===== src/hdl/cpbb_pkg.sv =====
// cpbb_pkg: shared constants, the token type carried along the cell chain,
// and the position clamp used at the pixel input.
// No dependencies.
package cpbb_pkg;

	localparam int PALETTE_ENTRIES = 128;
	localparam int MAX_IMAGE_SIDE  = 1024;

	localparam int COLOR_W = 24;
	localparam int CHAN_W  = 8;
	localparam int POS_W   = 10;
	localparam int COUNT_W = 21;
	localparam int INDEX_W = 7;
	localparam int ENTRY_W = $clog2(PALETTE_ENTRIES);
	localparam int USED_W  = $clog2(PALETTE_ENTRIES + 1);

	localparam logic [COUNT_W-1:0] COUNT_MAX = {COUNT_W{1'b1}};

	// one pixel on its way through the chain, with its result once resolved
	typedef struct packed {
		logic [COLOR_W-1:0] color;
		logic [POS_W-1:0]   x;
		logic [POS_W-1:0]   y;
		logic               done;
		logic               is_new;
		logic [ENTRY_W-1:0] idx;
		logic [COUNT_W-1:0] count;
		logic [POS_W-1:0]   left;
		logic [POS_W-1:0]   top;
		logic [POS_W-1:0]   right;
		logic [POS_W-1:0]   bottom;
	} token_t;

	function automatic logic [POS_W-1:0] clamp_pos(input logic [POS_W-1:0] p);
		if (32'(p) >= MAX_IMAGE_SIDE)
			return POS_W'(MAX_IMAGE_SIDE - 1);
		return p;
	endfunction

endpackage


===== src/hdl/cpbb_cell.sv =====
// cpbb_cell: one palette entry plus one chain stage. Matches or claims the
// entry for the passing pixel and forwards the pixel to the next cell.
// Depends on cpbb_pkg.
module cpbb_cell (
	input  logic                          clk,
	input  logic                          arst_n,
	input  logic                          adv,
	input  logic [cpbb_pkg::ENTRY_W-1:0]  idx,
	input  logic [cpbb_pkg::USED_W-1:0]   used_cnt,
	input  logic                          in_vld,
	input  cpbb_pkg::token_t              in_tok,
	output logic                          out_vld,
	output cpbb_pkg::token_t              out_tok,
	output logic                          claim
);
	import cpbb_pkg::*;

	logic [COLOR_W-1:0] color_q;
	logic [COUNT_W-1:0] count_q;
	logic [POS_W-1:0]   left_q, top_q, right_q, bottom_q;
	logic               vld_q;
	token_t             tok_q;

	logic               used;
	logic               hit;
	logic [COUNT_W-1:0] count_nx;
	logic [POS_W-1:0]   left_nx, top_nx, right_nx, bottom_nx;
	token_t             tok_nx;

	// entries fill in index order, so the fill count tells which are live
	assign used  = USED_W'(idx) < used_cnt;
	assign hit   = in_vld && !in_tok.done && used && (in_tok.color == color_q);
	assign claim = in_vld && !in_tok.done && !used;

	always_comb begin
		if (hit) begin
			count_nx  = (count_q == COUNT_MAX) ? count_q : count_q + 1'b1;
			left_nx   = (in_tok.x < left_q)   ? in_tok.x : left_q;
			right_nx  = (in_tok.x > right_q)  ? in_tok.x : right_q;
			top_nx    = (in_tok.y < top_q)    ? in_tok.y : top_q;
			bottom_nx = (in_tok.y > bottom_q) ? in_tok.y : bottom_q;
		end else begin
			count_nx  = COUNT_W'(1);
			left_nx   = in_tok.x;
			right_nx  = in_tok.x;
			top_nx    = in_tok.y;
			bottom_nx = in_tok.y;
		end
	end

	always_comb begin
		tok_nx = in_tok;
		if (hit || claim) begin
			tok_nx.done   = 1'b1;
			tok_nx.is_new = claim;
			tok_nx.idx    = idx;
			tok_nx.count  = count_nx;
			tok_nx.left   = left_nx;
			tok_nx.top    = top_nx;
			tok_nx.right  = right_nx;
			tok_nx.bottom = bottom_nx;
		end
	end

	always_ff @(posedge clk or negedge arst_n) begin
		if (!arst_n) begin
			vld_q <= 1'b0;
		end else if (adv) begin
			vld_q <= in_vld;
		end
	end

	always_ff @(posedge clk) begin
		if (adv) begin
			tok_q <= tok_nx;
			if (claim)
				color_q <= in_tok.color;
			if (hit || claim) begin
				count_q  <= count_nx;
				left_q   <= left_nx;
				top_q    <= top_nx;
				right_q  <= right_nx;
				bottom_q <= bottom_nx;
			end
		end
	end

	assign out_vld = vld_q;
	assign out_tok = tok_q;

endmodule


===== config.mk =====
export PLATFORM = sky130hd
export DESIGN_NAME = cpbb_cell
export DESIGN_NICKNAME = d
export VERILOG_FILES = /design/src/hdl/cpbb_pkg.sv /design/src/hdl/cpbb_cell.sv
export SDC_FILE = /design/constraint.sdc
export NUM_CORES = 1
export LEC_CHECK = 0
export ABC_CLOCK_PERIOD_IN_PS = 9700
export BUFFER_PORTS_ARGS = -buffer_cell sky130_fd_sc_hd__buf_2
export CORE_MARGIN = 5
export CORE_UTILIZATION = 30
export DETAILED_ROUTE_END_ITERATION = 8
export GPL_ROUTABILITY_DRIVEN = 1
export PLACE_DENSITY = 0.49
export SLEW_MARGIN = 25
export SYNTH_ARGS = -nofsm -noshare
export SYNTH_HDL_FRONTEND = slang
export SYNTH_SLANG_ARGS = --single-unit

===== constraint.sdc =====
create_clock -name clk -period 9.7 [get_ports clk]
set_input_delay 2.425 -clock clk [delete_from_list [all_inputs] [get_ports clk]]
set_output_delay 2.425 -clock clk [all_outputs]
set_load 0.02 [all_outputs]

==> impl_metrics.csv, run 1 <==
group,metric,value,unit
status,status,"finished, final reports clean",
die,row_count,65,
timing,max_freq,0.152,GHz
detailed_routing,wire_per_inst,18.0,µm
critical_path,cp.arrival,4.16,ns
critical_path,cpMaxStageDelayCell,"or3_1",
critical_path,critPathKind,"input pin to output port",
grt,grt_pass1_vias,6903,
critical_path,cp_slowest_stage_delay,0.43,ns
logic_synthesis,synth_edf_count,199,
placement,routabilityCongestion,0.735,
critical_path,cpLargestDelayFamily,"compound AO/OA/AOI/OAI gates",
detailed_routing,drc,0,
critical_path,reg2reg_from,"color_q[16]",
grt,grtUsageTotal,13.9,%
grt,antenna_found_initial,2,
die,initial_core_util,30.3,%
clock_tree,cts_hold_buf,0,
timing,hold_viol_final,0,
critical_path,critPathLaunch,"idx[2]",
logic_synthesis,syn_nets,883,
timing,worst_slew_margin_rel,34.5,%
die,core_area,31600,µm²
timing,period_minus_slack,6.58,ns
logic_synthesis,synth_area_leader_cell,"edfxtp_1",
timing,tightest_slew,0.979,ns
critical_path,cpMostUsedCell,"buf_2",
timing,drv_slew,0,
detailed_routing,firstDrtPassIters,7,
detailed_routing,wirelength,24800,µm
critical_path,crit_cells,8,
grt,grt_max_degree,69,
clock_tree,path_clk_slew,0.07,ns
cells_and_area,utilization,37.7,%
detailed_routing,vias,6568,
logic_synthesis,synth_cell_type_count,51,
die,die_h,189,µm
timing,setup_viol,0,
critical_path,worstPathCellList,"buf_2 -> ha_1 -> a21oi_1 -> o21ai_1 -> a21oi_2 -> or3_1 -> inv_1 -> buf_2",
logic_synthesis,synthMostInstantiatedCell,"edfxtp_1",
clock_tree,cts_tree,"done",
die,dieArea,35600,µm²
critical_path,setup.worst_path.end_class,"output port",
grt,grt_pass1_wl,38700,µm
placement,hpwl,17600,µm
placement,port_buffers,248,
worst_hold_path,hp-class,"flip-flop to flip-flop",
logic_synthesis,ys_seq_area_share,62.7,%
clock_tree,cts_buffer_depth,2,
logic_synthesis,yosys-top-cells-count,"edfxtp_1, inv_1, ha_1",
clock_tree,cts_num_sinks,200,
logic_synthesis,synth_area_leaders,"edfxtp_1, ha_1, inv_1",
clock_tree,post_cts_buffers,0,
critical_path,critPathRequiredTime,7.28,ns
cells_and_area,final_cell_area,11900,µm²
clock_tree,cts_buffers,17,
critical_path,r2r_slack,6.29,ns
clock_tree,clk-insertion-delay-late,0.45,ns
die,die_x,189,µm
placement,placed_area,11300,µm²
cells_and_area,fin_nets,1135,
power_and_ir_drop,power,0.00202,W
logic_synthesis,synth_cells,705,
critical_path,crit_path_start_kind,"input pin",
clock_tree,cts_resized,0,
cells_and_area,area_growth,24.4,%
timing,tns,0,ns
detailed_routing,antenna_left,0,
logic_synthesis,yosysTopAreaCellShare,62.5,%
logic_synthesis,synth_seq_cells,200,
grt,globalRouteOverflowTotal,0,
critical_path,r2r_end,"bottom_q[8]",
power_and_ir_drop,vdd_drop_max,113,µV
timing,rsz0062_at_grt,"false",
critical_path,cp_num_buf_inv,3,
detailed_routing,drt_iter0_drc,349,
cells_and_area,drive_gt1_share,32.1,%
power_and_ir_drop,power_density,170,nW/µm²
timing,period_share,67.8,%
detailed_routing,vias_per_cell,4.78,
critical_path,critPathMaxFanout,9,
logic_synthesis,netlist_area,9560,µm²
die,io_pins,249,
clock_tree,clockRootBuffer,"clkbuf_16",
logic_synthesis,synthArstFlopShare,0.500,%
timing,clock_skew,0.0135,ns
logic_synthesis,synth_ff_type,"edfxtp_1",
run,maxCapViolCount,0,
clock_tree,htree_levels,4,
power_and_ir_drop,p_leak,4.83,nW
logic_synthesis,yosysWarnings,0,
critical_path,crit_end,"claim",
critical_path,r2r_cells,8,
logic_synthesis,avgSynthCellArea,13.6,µm²
-- registers in the layout (all words and copies together) (netlist names) --
register / flops
bottom_q: 10
color_q: 24
count_q: 21
left_q: 10
out_tok: 114
out_vld: 1
right_q: 10
top_q: 10
-- area by class of cell --
| cell class | instances | area (µm²) |
|---|---|---|
| inverter | 90 | 338 |
| sequential | 200 | 6000 |
| timing repair buffer | 254 | 1290 |
| tap | 402 | 503 |
| multi-input combinational | 394 | 3130 |
| fill | 3140 | 19700 |
| clock buffer | 19 | 443 |
| clock inverter | 13 | 191 |
| antenna | 1 | 2.50 |
-- power breakdown --
group | switching, W | internal (W)
Clock | 0.000332 | 0.000443
Combinational | 0.000147 | 0.0000860
Sequential | 0.0000126 | 0.00100
Total | 0.000491 | 0.00153
-- worst min path at each step --
stage               slack [ns]           to      from  depth (start not counted)
floorplan                 0.56  out_tok[20]  top_q[0]                          1
global placement          0.49      out_vld   out_vld                          1
detailed placement        0.49      out_vld   out_vld                          1
CTS                       0.51      out_vld   out_vld                          1
global route              0.54      out_vld   out_vld                          1
finish                    0.50      out_vld   out_vld                          1
-- metrics by stage --
stage,hold slack [ns],setup slack (ns),cells
after detailed placement,0.491,3.04,1340
after global routing,0.539,2.88,1373
after floorplan,0.561,2.66,705
final,0.504,3.12,1373
after global placement,0.488,3.12,1340
after CTS,0.509,3.02,1372
-- cells by family (layout without fill, tap and decap cells) --
group	count (synthesis)	after routing	synth area share (%)
other	0	1	0
buffers and inverters	111	376	4.87
DFF	200	200	62.7
muxes	30	30	3.28
AOI/OAI and AO/OA	143	143	11.9
and+or+nand+nor	137	137	7.76
xor gates and xnor gates	39	39	3.57
adders and majority gates	45	45	5.89
-- worst register-to-register path, cell delays in order (launching register included) --
cell      delay, ns
edfxtp_1       0.38
xnor2_1        0.26
nand4_1        0.16
nor4_2         0.42
o211ai_4       0.11
buf_4          0.30
and2_2         0.27
nor2_4         0.51
buf_4          0.62
-- routing by layer --
metal	global-route usage, %	wire length [µm]
met4	4.48	464
met2	22.4	11600
met5	0	13
met3	3.85	1320
met1	18.2	11300
-- layout by cell type, fill, tap and decap left out, types with 5 or more instances in the layout --
cell type	instances
buf_2	247
nor2_1	24
o21ai_0	11
ha_1	45
nand2b_1	6
nand4_1	16
xnor2_1	36
edfxtp_1	199
inv_1	90
and3_1	5
mux2i_1	19
o21bai_1	19
a21oi_1	16
nand3_1	9
a21o_1	24
and4_1	5
and2_1	11
nor3_1	21
o2bb2ai_1	6
a221o_1	20
a222oi_1	18
mux2_2	11
nand2_1	17
clkbuf_16	17
buf_4	6
No activity file was read; power rests on OpenSTA's default activity.
==> run 2, diff against run 1 <==
--- a/config.mk
+++ b/config.mk
@@ -5,13 +5,14 @@
 export SDC_FILE = /design/constraint.sdc
 export NUM_CORES = 1
 export LEC_CHECK = 0
-export ABC_CLOCK_PERIOD_IN_PS = 9700
+export ABC_AREA = 1
+export ABC_CLOCK_PERIOD_IN_PS = 6550
 export BUFFER_PORTS_ARGS = -buffer_cell sky130_fd_sc_hd__buf_2
 export CORE_MARGIN = 5
 export CORE_UTILIZATION = 30
 export DETAILED_ROUTE_END_ITERATION = 8
 export GPL_ROUTABILITY_DRIVEN = 1
-export PLACE_DENSITY = 0.49
+export PLACE_DENSITY = 0.48
 export SLEW_MARGIN = 25
 export SYNTH_ARGS = -nofsm -noshare
 export SYNTH_HDL_FRONTEND = slang
==> constraint.sdc (replaced) <==
create_clock -name clk -period 6.55 [get_ports clk]
set_input_delay 1.6375 -clock clk [delete_from_list [all_inputs] [get_ports clk]]
set_output_delay 1.6375 -clock clk [all_outputs]
set_load 0.02 [all_outputs]
==> run 2 against run 1 <==
First-iteration DRC count increased by 36%. Register-to-register slack worse by 2.7 ns. Sequential power rose by 46%. Setup slack got worse by 1.1 ns. Die area increased by 14%. Largest power group unchanged.
==> impl_metrics.csv, run 2 <==
group,metric,value,unit
status,status,"finished, final reports clean",
timing,setup_viol,0,
timing,worst_slew_margin_rel,37.5,%
detailed_routing,drt-met1-wl,14500,µm
die,die_h,201,µm
grt,grt_pass1_vias,8894,
run,maxCapViolCount,0,
timing,rsz0062_at_grt,"false",
logic_synthesis,synth_seq_cells,200,
logic_synthesis,yosys-top-cells-count,"nand2_1, edfxtp_1, inv_1",
placement,port_buffers,248,
power_and_ir_drop,p_leak,6.45,nW
cells_and_area,fillers,3774,
worst_hold_path,holdCritStartpoint,"out_vld",
logic_synthesis,synth_area_leader_cell,"edfxtp_1",
cells_and_area,final_common_cell,"nand2_1",
power_and_ir_drop,power_density,220,nW/µm²
timing,tns,0,ns
placement,routabilityCongestion,0.832,
critical_path,critPathKind,"input pin to output port",
critical_path,cp_slowest_stage_delay,0.30,ns
worst_hold_path,min_path_cells,2,
detailed_routing,vias,8921,
worst_hold_path,hp-class,"flip-flop to flip-flop",
cells_and_area,final_cell_mix,"nand2_1, buf_2, edfxtp_1",
cells_and_area,drive_gt1_share,19.7,%
die,row_count,70,
critical_path,cpMostUsedCell,"nand2_1",
timing,max_freq,0.219,GHz
clock_tree,post_cts_buffers,0,
clock_tree,cts_num_sinks,200,
cells_and_area,multi_input_area,4210,µm²
logic_synthesis,synth_cells,1290,
logic_synthesis,ys_seq_area_share,54.7,%
die,initial_core_util,30.2,%
die,die_x,201,µm
detailed_routing,wl_met3,1480,µm
timing,tightest_slew,0.935,ns
critical_path,reg2reg_from,"count_q[0]",
logic_synthesis,yosysTopAreaCellShare,54.5,%
timing,fin_hold_ws,0.528,ns
logic_synthesis,avgSynthCellArea,8.50,µm²
logic_synthesis,synthMostInstantiatedCell,"nand2_1",
critical_path,cp.arrival,2.94,ns
timing,clock_skew,0.0153,ns
placement,hpwl,23100,µm
die,core_area,36300,µm²
die,io_pins,249,
cells_and_area,fin_nets,1707,
grt,antenna_found_initial,3,
detailed_routing,drt_iter0_drc,475,
detailed_routing,firstDrtPassIters,5,
placement,placed_area,12700,µm²
grt,grtUsageTotal,15.4,%
critical_path,critPathMaxFanout,3,
logic_synthesis,netlist_area,11000,µm²
logic_synthesis,synth_area_leaders,"edfxtp_1, nand2_1, inv_1",
clock_tree,htree_levels,4,
detailed_routing,wl_met2,14900,µm
detailed_routing,antenna_left,0,
critical_path,critPathRequiredTime,4.91,ns
detailed_routing,top_layer_used,"met5",
detailed_routing,drc,0,
power_and_ir_drop,vdd_drop_max,183,µV
detailed_routing,wire_per_inst,15.5,µm
clock_tree,clk-insertion-delay-late,0.46,ns
critical_path,r2r_end,"out_tok[48]",
critical_path,r2r_cells,11,
clock_tree,cts_buffer_depth,2,
logic_synthesis,yosysWarnings,0,
detailed_routing,wirelength,31200,µm
grt,globalRouteOverflowTotal,0,
critical_path,crit_path_start_kind,"input pin",
cells_and_area,area_growth,21.3,%
logic_synthesis,synthArstFlopShare,0.500,%
logic_synthesis,synth_cell_type_count,34,
grt,grt_pass1_wl,49400,µm
grt,grt_max_degree,77,
critical_path,r2r_slack,3.61,ns
logic_synthesis,synth_edf_count,199,
logic_synthesis,syn_nets,1468,
timing,period_minus_slack,4.57,ns
critical_path,cpMaxStageDelayCell,"ha_1",
clock_tree,cts_hold_buf,0,
clock_tree,cts_resized,0,
clock_tree,cts_buffers,17,
critical_path,setup.worst_path.end_class,"output port",
clock_tree,clockRootBuffer,"clkbuf_16",
worst_hold_path,hold-path-endpoint,"out_vld",
timing,hold_viol_final,0,
logic_synthesis,synth_ff_type,"edfxtp_1",
timing,drv_slew,0,
detailed_routing,vias_per_cell,4.44,
cells_and_area,largest_register_ffs,114,
cells_and_area,final_cell_area,13300,µm²
clock_tree,cts_tree,"done",
clock_tree,path_clk_slew,0.08,ns
critical_path,worstPathCellList,"buf_2 -> ha_1 -> inv_1 -> nor2_1 -> and3_1 -> nand2_1 -> nand2_1 -> nand2_1 -> inv_2 -> buf_2",
timing,period_share,69.8,%
cells_and_area,final-seq-area,6000,µm²
die,dieArea,40500,µm²
run 2: critical path: cells and delay by family:
family	cells	cell delay, ns
simple gates	5	0.55
fa+ha+maj	1	0.30
buf+inv	4	0.44
run 2: per-layer routing:
metal	vias up	GRT usage [%]
li1	4638	-
met1	4077	20.0
met2	178	25.9
met3	24	3.80
met4	4	3.64
met5	-	0
run 2: worst max path at each step:
stage,startpoint,to,slack [ns],cells past startpoint
2_1_floorplan,used_cnt[6],bottom_q[0],0.67,11
3_3_place_gp,idx[6],claim,1.98,10
3_5_place_dp,idx[6],claim,1.97,10
4_1_cts,idx[6],claim,1.96,10
5_1_grt,idx[6],claim,1.82,10
6_report,idx[6],claim,1.98,10
run 2: cell families after synthesis:
| group | share of synthesized area [%] |
|---|---|
| adder cells (fa/ha/maj) | 5.14 |
| AND/OR/NAND/NOR | 29.0 |
| AO/OA/AOI/OAI | 3.45 |
| XOR/XNOR | 0.639 |
| flip-flops | 54.7 |
| buffers and inverters | 7.03 |
run 2: power breakdown:
group          switching, W  internal [W]  total, W  leakage (nW)
registers         0.0000164       0.00147   0.00149          1.91
clock network      0.000534      0.000534   0.00107         0.276
logic              0.000242      0.000122  0.000364          4.27
run 2: layout make-up:
class | instances | area share [%]
flip-flops and latches | 200 | 45.1
repair buffers | 256 | 10.0
clock buffers | 17 | 3.20
clock inverters | 15 | 1.07
multi-input cells | 893 | 31.6
well taps | 468 | 4.40
diodes | 1 | 0.0188
inverters | 161 | 4.54
run 2: stage by stage:
step                      util [%]  setup WS, ns  power, W  cells
after global routing          36.6          1.82   0.00306   2011
after CTS                     36.5          1.96   0.00297   2009
after global placement        35.0          1.98   0.00189   1977
final                         36.6          1.98   0.00292   2011
after detailed placement      35.0          1.97   0.00189   1977
after floorplan                  -         0.671   0.00172   1290
==> run 3, diff against run 2 <==
--- a/config.mk
+++ b/config.mk
@@ -5,14 +5,14 @@
 export SDC_FILE = /design/constraint.sdc
 export NUM_CORES = 1
 export LEC_CHECK = 0
-export ABC_AREA = 1
-export ABC_CLOCK_PERIOD_IN_PS = 6550
+export ABC_AREA = 0
+export ABC_CLOCK_PERIOD_IN_PS = 4700
 export BUFFER_PORTS_ARGS = -buffer_cell sky130_fd_sc_hd__buf_2
 export CORE_MARGIN = 5
 export CORE_UTILIZATION = 30
 export DETAILED_ROUTE_END_ITERATION = 8
 export GPL_ROUTABILITY_DRIVEN = 1
-export PLACE_DENSITY = 0.48
+export PLACE_DENSITY = 0.49
 export SLEW_MARGIN = 25
 export SYNTH_ARGS = -nofsm -noshare
 export SYNTH_HDL_FRONTEND = slang
==> constraint.sdc (replaced) <==
create_clock -name clk -period 4.7 [get_ports clk]
set_input_delay 1.175 -clock clk [delete_from_list [all_inputs] [get_ports clk]]
set_output_delay 1.175 -clock clk [all_outputs]
set_load 0.02 [all_outputs]
==> run 3 against run 2 <==
Hold slack got worse by 0.044 ns. Clock power increased by 40%. Register-to-register slack got worse by 1.9 ns. Flip-flop and latch count unchanged. Critical path depth decreased by 1. Via count decreased by 26%. Design area decreased by 10%. Global-route usage decreased by 1.4 points. Core utilization increased by 1.2 points. First-iteration DRC count decreased by 11%. Non-clock buffer count increased by 5. Clock-buffer cell count increased by 1. Critical path type unchanged. Largest cell class unchanged. Largest power group unchanged.
==> impl_metrics.csv, run 3 (synthesis results as in run 1) <==
group,metric,value,unit
cells_and_area,drive_gt1_share,32.5,%
critical_path,crit_path_start_kind,"input pin",
timing,tightest_slew,0.719,ns
critical_path,setup.worst_path.end_class,"output port",
critical_path,r2r_end,"out_tok[14]",
power_and_ir_drop,power_density,342,nW/µm²
cells_and_area,final-seq-area,6000,µm²
clock_tree,cts_resized,0,
die,io_pins,249,
die,die_x,189,µm
die,dieArea,35600,µm²
critical_path,reg2reg_from,"color_q[7]",
detailed_routing,drt_iter0_drc,424,
clock_tree,clk-insertion-delay-late,0.45,ns
timing,worst_slew_margin_rel,51.6,%
die,core_area,31600,µm²
clock_tree,cts_hold_buf,0,
clock_tree,htree_levels,4,
timing,setup_viol,0,
timing,tns,0,ns
critical_path,r2r_cells,7,
critical_path,r2r_slack,1.74,ns
critical_path,critPathKind,"input pin to output port",
clock_tree,cts_buffers,17,
grt,globalRouteOverflowTotal,0,
grt,antenna_found_initial,1,
critical_path,cp.arrival,2.74,ns
timing,hold_viol_final,0,
critical_path,cp_num_buf_inv,4,
clock_tree,post_cts_buffers,0,
grt,grt_max_degree,46,
detailed_routing,wirelength,24900,µm
status,status,"finished, final reports clean",
cells_and_area,final_cell_area,11900,µm²
placement,hpwl,18300,µm
power_and_ir_drop,p_leak,4.86,nW
cells_and_area,antenna_cells,0,
grt,grt_pass1_vias,6762,
critical_path,worstPathCellList,"buf_2 -> ha_1 -> a21oi_1 -> o21ai_1 -> a21oi_2 -> or3_1 -> buf_4 -> inv_1 -> buf_2",
critical_path,cpLargestDelayFamily,"compound AO/OA/AOI/OAI gates",
critical_path,cpMostUsedCell,"buf_2",
clock_tree,clockRootBuffer,"clkbuf_16",
timing,max_freq,0.255,GHz
timing,drv_slew,0,
die,die_h,189,µm
critical_path,critPathMaxFanout,9,
detailed_routing,vias,6585,
placement,placed_area,11300,µm²
timing,period_minus_slack,3.91,ns
cells_and_area,fillers,3119,
critical_path,critPathLaunch,"idx[2]",
critical_path,critPathRequiredTime,3.52,ns
timing,clock_skew,0.0127,ns
detailed_routing,firstDrtPassIters,7,
cells_and_area,area_growth,24.6,%
clock_tree,path_clk_slew,0.08,ns
cells_and_area,fin_nets,1142,
detailed_routing,antenna_left,0,
power_and_ir_drop,vdd_drop_max,233,µV
cells_and_area,final_cell_mix,"buf_2, edfxtp_1, inv_1",
worst_hold_path,hp-class,"input pin to asynchronous set/reset pin",
detailed_routing,wire_per_inst,18.0,µm
grt,grt_pass1_wl,39000,µm
critical_path,cp_slowest_stage_delay,0.36,ns
placement,port_buffers,248,
clock_tree,cts_tree,"done",
die,row_count,65,
clock_tree,cts_buffer_depth,2,
detailed_routing,drc,0,
die,initial_core_util,30.3,%
grt,grtUsageTotal,13.9,%
clock_tree,cts_num_sinks,200,
timing,rsz0062_at_grt,"false",
cells_and_area,final_common_cell,"buf_2",
detailed_routing,vias_per_cell,4.78,
placement,routabilityCongestion,0.757,
cells_and_area,utilization,37.8,%
critical_path,cpMaxStageDelayCell,"a21oi_2",
timing,period_share,83.3,%
cells_and_area,multi_input_area,3120,µm²
cells_and_area,largest_register_ffs,114,
run,maxCapViolCount,0,
==> run 3: cell count changes in the layout (fill, tap and decap cells not counted), sizes merged, moves of 19 or more <==
cell / previous run / this run
a221o: 0 / 20
xnor2: 0 / 36
nand2: 568 / 17
mux2i: 0 / 19
nor2: 105 / 29
a21o: 5 / 24
inv: 165 / 98
nand3: 56 / 9
==> run 3: layout make-up <==
type / instances / share of cell area, %
Timing Repair Buffer: 261 / 11.5
Sequential cell: 200 / 50.3
Clock inverter: 14 / 1.34
Multi-Input combinational cell: 394 / 26.2
Clock buffer: 18 / 3.60
Inverter: 90 / 2.83
Tap cell: 402 / 4.22
==> run 3: how the worst max path moves through the flow <==
stage	end	cells after the start
2_1_floorplan	bottom_q[0]	11
3_3_place_gp	out_tok[34]	8
3_5_place_dp	claim	9
4_1_cts	claim	9
5_1_grt	claim	9
6_report	claim	9
==> run 3: through the flow <==
stage               hold slack (ns)  worst slack, ns  cells  total power (W)
floorplan                     0.561            0.603    705          0.00240
global placement              0.490            0.749   1347          0.00263
detailed placement            0.502            0.699   1347          0.00263
CTS                           0.453            0.691   1379          0.00415
global route                  0.442            0.620   1379          0.00426
finish                        0.484            0.785   1379          0.00408
==> run 3: per-layer routing <==
| metal | up-vias | global-route usage [%] | wire length, µm |
|---|---|---|---|
| met5 | - | 0 | 13 |
| met3 | 16 | 4.59 | 1680 |
| met4 | 2 | 3.48 | 282 |
| met1 | 3173 | 18.6 | 11400 |
| met2 | 190 | 22.0 | 11500 |
| li1 | 3204 | - | - |
==> run 3: where the power goes <==
group	switching [W]	internal (W)	leakage, nW
logic	0.000302	0.000180	2.66
registers	0.0000264	0.00207	1.91
clock network	0.000738	0.000760	0.290
